<file path="config.mk">
export PLATFORM = sky130hd
export DESIGN_NAME = scd_mul
export DESIGN_NICKNAME = d
export VERILOG_FILES = /design/src/rtl/scd_pkg.sv /design/src/rtl/scd_mul.sv
export SDC_FILE = /design/constraint.sdc
export NUM_CORES = 2
export LEC_CHECK = 0
export ABC_CLOCK_PERIOD_IN_PS = 7270
export BUFFER_PORTS_ARGS = -buffer_cell sky130_fd_sc_hd__clkbuf_2
export CAP_MARGIN = 5
export CORE_ASPECT_RATIO = 0.9
export CORE_MARGIN = 4
export CORE_UTILIZATION = 43
export CTS_CLUSTER_DIAMETER = 80
export DETAILED_ROUTE_END_ITERATION = 12
export PLACE_DENSITY = 0.66
export SLEW_MARGIN = 20
export SYNTH_ARGS = -nofsm -noshare
export SYNTH_HDL_FRONTEND = slang
export SYNTH_SLANG_ARGS = --single-unit
export TNS_END_PERCENT = 20
</file>
<file path="constraint.sdc">
create_clock -name clk -period 7.27 [get_ports clk]
set_input_delay 0.727 -clock clk [delete_from_list [all_inputs] [get_ports clk]]
set_output_delay 0.727 -clock clk [all_outputs]
set_load 0.02 [all_outputs]
</file>
<file path="src/rtl/scd_pkg.sv">
// ----------------------------------------------------------------------------
// Stereo chorus package
// Shared constants, register indexes and output rounding for the chorus.
// ----------------------------------------------------------------------------
package scd_pkg;

  localparam int LINE_DEPTH_DEF = 16384;
  localparam int SINE_BITS_DEF  = 10;

  localparam int SAMPLE_W = 16;
  localparam int CFG_W    = 32;
  localparam int IDX_W    = 3;
  localparam int MUL_W    = 25;
  localparam int PROD_W   = 2 * MUL_W;
  localparam int VOICE_W  = 44;
  localparam int DIFF_W   = 45;
  localparam int ACC_W    = 60;

  localparam logic [IDX_W-1:0] REG_MIX    = 3'd0;
  localparam logic [IDX_W-1:0] REG_STEREO = 3'd1;
  localparam logic [IDX_W-1:0] REG_PSTEP  = 3'd2;
  localparam logic [IDX_W-1:0] REG_SPREAD = 3'd3;
  localparam logic [IDX_W-1:0] REG_LBASE  = 3'd4;
  localparam logic [IDX_W-1:0] REG_RBASE  = 3'd5;
  localparam logic [IDX_W-1:0] REG_SWEEP  = 3'd6;

  localparam logic [16:0] SIN_A = 17'd102944;
  localparam logic [16:0] SIN_B = 17'd42334;
  localparam logic [16:0] SIN_C = 17'd5223;
  localparam logic [16:0] SIN_D = 17'd307;
  localparam logic [16:0] Q16_ONE = 17'd65536;
  localparam logic [17:0] MIX_TWO = 18'd131072;
  localparam logic [23:0] READ_LAG = 24'd768;
  localparam int RECIP_SHIFT = 39;

  localparam logic [16:0] MIX_RST    = 17'd6554;
  localparam logic [16:0] STEREO_RST = 17'd0;
  localparam logic [31:0] PSTEP_RST  = 32'd8948;
  localparam logic [30:0] SPREAD_RST = 31'd0;
  localparam logic [21:0] BASE_RST   = 22'd245760;
  localparam logic [21:0] SWEEP_RST  = 22'd12288;
  localparam logic [31:0] PHASE2_RST = 32'h8000_0000;

  function automatic logic [SAMPLE_W-1:0] round_sat(input logic signed [ACC_W-1:0] v);
    logic [ACC_W-1:0] mag;
    logic [ACC_W-1:0] rnd;
    logic [17:0]      r;
    logic [SAMPLE_W-1:0] res;
    mag = v[ACC_W-1] ? (~v + 1'b1) : v;
    rnd = mag + (ACC_W'(1) << 41);
    r   = rnd[59:42];
    if (v[ACC_W-1]) begin
      res = (r > 18'd32768) ? 16'h8000 : SAMPLE_W'(~r + 1'b1);
    end else begin
      res = (r > 18'd32767) ? 16'h7fff : r[15:0];
    end
    return res;
  endfunction

endpackage

</file>
<file path="src/rtl/scd_mul.sv">
// ----------------------------------------------------------------------------
// Shared multiplier
// Signed multiplier with a registered product, loaded when enabled.
// ----------------------------------------------------------------------------
module scd_mul
  import scd_pkg::*;
(
  input  logic                     clk,
  input  logic                     en,
  input  logic signed [MUL_W-1:0]  op_a,
  input  logic signed [MUL_W-1:0]  op_b,
  output logic signed [PROD_W-1:0] prod_r
);

  always_ff @(posedge clk) begin
    if (en) begin
      prod_r <= op_a * op_b;
    end
  end

endmodule

</file>
After elaboration in Yosys (flattened, before gate mapping)

Index checks and enable logic that the tools add are counted.

Bits in registers: 50
Input port bits: 52
Output and inout port bits: 50
Logic and storage cells: 2

Multipliers: 1

Operators by type and width:

| operator       | count |
|---|---|
| $mul 25x25->50 | 1 |

Depth between registers and ports, before layout

Depth after elaboration: 1
Mapped depth: 26
Mapped depth without buffers: 25

Least setup slack after synthesis

OpenSTA, ideal clock, no wires.

Kind: input -> register
From: in op_a[24]
To: reg prod_r[47] (data pin)
Arrival time: 7225 ps
Path slack: -215 ps
Stages on the path: 24
Path buffers: 2
Path through: clkbuf_1 > nand2_1 > inv_1 > fa_1 > inv_1 > fa_1 > inv_1 > fa_1 > fa_1 > fa_1 > fa_1 > inv_1 > fa_1 > inv_1 > ha_1 > clkbuf_1 > a21o_1 > a21o_1 > a21oi_1 > o21bai_1 > a2bb2oi_1 > o41ai_2 > o41a_1 > xor2_1

Word-level cells in the longest chain between the ends: 1

RTL lines:

| what                 | line          | source |
|---|---|---|
| from (decl)          | scd_mul.sv:10 | `input logic signed [MUL_W-1:0] op_a,` |
| $mul 25x25->50       | scd_mul.sv:17 | `prod_r <= op_a * op_b;` |
| to (signal assigned) | scd_mul.sv:17 |  |
| to (decl)            | scd_mul.sv:12 | `output logic signed [PROD_W-1:0] prod_r` |

No other way between the ends.
A chain may end at the register's enable or synchronous reset.

Final worst setup path

From: in op_b[2]
To: reg prod_r[49] (data pin)

Word-level cells in the longest chain between the ends: 1

RTL lines:

| what           | line          | source |
|---|---|---|
| from (decl)    | scd_mul.sv:11 | `input logic signed [MUL_W-1:0] op_b,` |
| $mul 25x25->50 | scd_mul.sv:17 |  |

No other way between the ends.

==> flow_summary.json <==
{
  "yosysSeqAreaShare_pct": 6.12,
  "final_nets": 3630,
  "num_io_pins": 102,
  "path_max_fanout": 13,
  "relSlewSlack_pct": 52.0,
  "fin_area_um2": 27700,
  "die-area_um2": 60900,
  "cp_slowest_cell": "fa_1",
  "layout-drive-gt1-share_pct": 12.7,
  "critPathBufInv": 8,
  "dpl.hpwl_um": 54700,
  "hold_class": "in -> reg",
  "synth_top_area_share_pct": 53.7,
  "track_usage_pct": 20.9,
  "gp_congestion": 0.876,
  "ys.flop_type": "edfxtp_1",
  "fmax_ghz": 0.140,
  "grt_start_max_net_pins": 51,
  "fin_cells": 3538,
  "cts-htree-levels": 2,
  "slowest_delay_ns": 0.53,
  "regArea_um2": 1500,
  "largestRegisters": "prod_r (50)",
  "path_class": "in -> reg",
  "synth_top_area_cell": "fa_1",
  "multi_input_area_um2": 20200,
  "cp-end-kind": "flop",
  "status": "finished, final reports clean",
  "min_period_ns": 7.16,
  "startpoint_type": "input pin",
  "synth-edff-count": 50,
  "fin_crit_sh_pct": 98.5,
  "dr_total_vias": 17400,
  "hold_end": "prod_r[49]",
  "syn_nets": 3413,
  "crit_path_frequent_cell": "fa_1",
  "cts_sinks": 50,
  "yosys.cell_count.top_type": "inv_1",
  "path_clk_slew_ns": 0.07,
  "start_util_pct": 43.8,
  "placedCellCount": 3528,
  "antenna_found_initial": 3,
  "worstPathArrival_ns": 7.22,
  "synth_area_leaders": "fa_1 (54%), inv_1 (11%), and2_1 (8.2%)",
  "cp_top_family": "adder cells",
  "grt_pass1_wl_um": 101000,
  "min-delay-start": "en",
  "dieWidth_um": 260,
  "syn_inst": 2562,
  "slew_violations": 0,
  "cts_tree": "built",
  "regMostFlops": "prod_r",
  "yosysWarnings": 0,
  "async_flop_share_pct": 0,
  "io_buffers": 101,
  "drc": 0,
  "cts_root_buf": "clkbuf_16",
  "fp.dieH_um": 235,
  "cap_violations": 0,
  "grt_pass1_vias": 19700,
  "synth.distinct_cells": 48,
  "core_um2": 56000,
  "cts_made_buffers": 5,
  "grt-ovfl-total": 0,
  "syn_to_final_growth_pct": 12.8,
  "hold_buffers": 0,
  "vias_per_cell": 4.93,
  "crit_required_ns": 7.33,
  "rsz0062_at_grt": "true",
  "syn_area_um2": 24500,
  "fillers": 5212,
  "synth_common_cells": "inv_1 (699), fa_1 (658), and2_1 (320)",
  "hold_violations": 0,
  "place_area_um2": 27300,
  "holdPathStages": 2,
  "worst_pin_slew_ns": 0.720,
  "rows": 82,
  "first_pass_iters": 5,
  "wl_per_cell_um": 17.1,
  "setup_tns_ns": 0,
  "drt_iter0_drc": 942,
  "wirelength_um": 60500,
  "clock_path_buffers": 2,
  "largest_reg_flops": 50,
  "synth-seq-cells": 50,
  "setup_violations": 0,
  "final_antenna_net_count": 0,
  "syn_area_per_cell_um2": 9.57
}
## worst max path at each step
| stage | startpoint | end | slack (ns) | depth (start not counted) |
|---|---|---|---|---|
| after CTS | op_b[3] | prod_r[47] | 0.007 | 24 |
| after global placement | op_b[4] | prod_r[47] | -0.32 | 25 |
| after global routing | op_a[24] | prod_r[47] | -0.08 | 26 |
| after floorplan | op_a[24] | prod_r[47] | 0.03 | 24 |
| after detailed placement | op_b[4] | prod_r[47] | -0.39 | 25 |
| final | op_b[2] | prod_r[49] | 0.11 | 26 |
## cells by family after synthesis
| logic type | count (synthesis) | synth area share [%] |
|---|---|---|
| AOI/OAI and AO/OA | 137 | 3.86 |
| buffers and inverters | 803 | 12.3 |
| DFF | 50 | 6.12 |
| muxes | 1 | 0.0459 |
| xor gates and xnor gates | 58 | 2.07 |
| adders and majority gates | 799 | 60.9 |
| and+or+nand+nor | 714 | 14.7 |
## area by class of cell
type | instances | area share, %
Multi-Input combinational cell | 1709 | 72.9
Timing Repair Buffer | 314 | 8.23
Inverter | 699 | 9.49
Sequential cell | 50 | 5.43
Antenna cell | 2 | 0.0181
Tap cell | 756 | 3.42
Clock inverter | 3 | 0.104
Clock buffer | 5 | 0.452
## cells in the final DEF, fill, tap and decap left out, drive strengths merged, types with 2 or more instances in the layout
cell type  instances
a211o              3
a211oi             3
a21boi             3
a21o              22
a21oi             44
a31oi              2
a41oi              2
and2             320
and3               2
buf              225
clkbuf            94
clkinv             2
diode              2
edfxtp            50
fa               658
ha               141
inv              700
nand2            308
nand2b            11
nand3              6
nand4              8
nor2              30
nor2b             21
nor3               6
o211ai             2
o21a               5
o21ai             26
o21bai             7
o41ai              5
or3                2
xnor2             39
xor2              19
## stage by stage
stage | hold slack [ns] | util [%] | setup WS, ns
finish | 1.06 | 49.4 | 0.107
detailed placement | 1.19 | 48.8 | -0.392
floorplan | 0.839 | - | 0.0341
global placement | 1.18 | 48.8 | -0.319
global route | 1.11 | 49.4 | -0.0830
CTS | 1.10 | 49.1 | 0.00729
## metal layers
metal  track usage (%)  wire length (um)  vias up
met1              26.2             23300     9114
met5                 0                 7        -
li1                  -                 -     7750
met3              3.50              3520       89
met2              37.8             32000      484
met4              5.40              1720        2
## what timing repair did
item | CTS | global route
endpoints found under the setup margin | 3 | 16
resized for setup | 2 | 55
buffers inserted | 0 | 0
pin swaps | 0 | 5
Power is left out: the tool's default activity adds up to more than one toggle a clock period on the data nets, which glitch-free logic cannot reach.
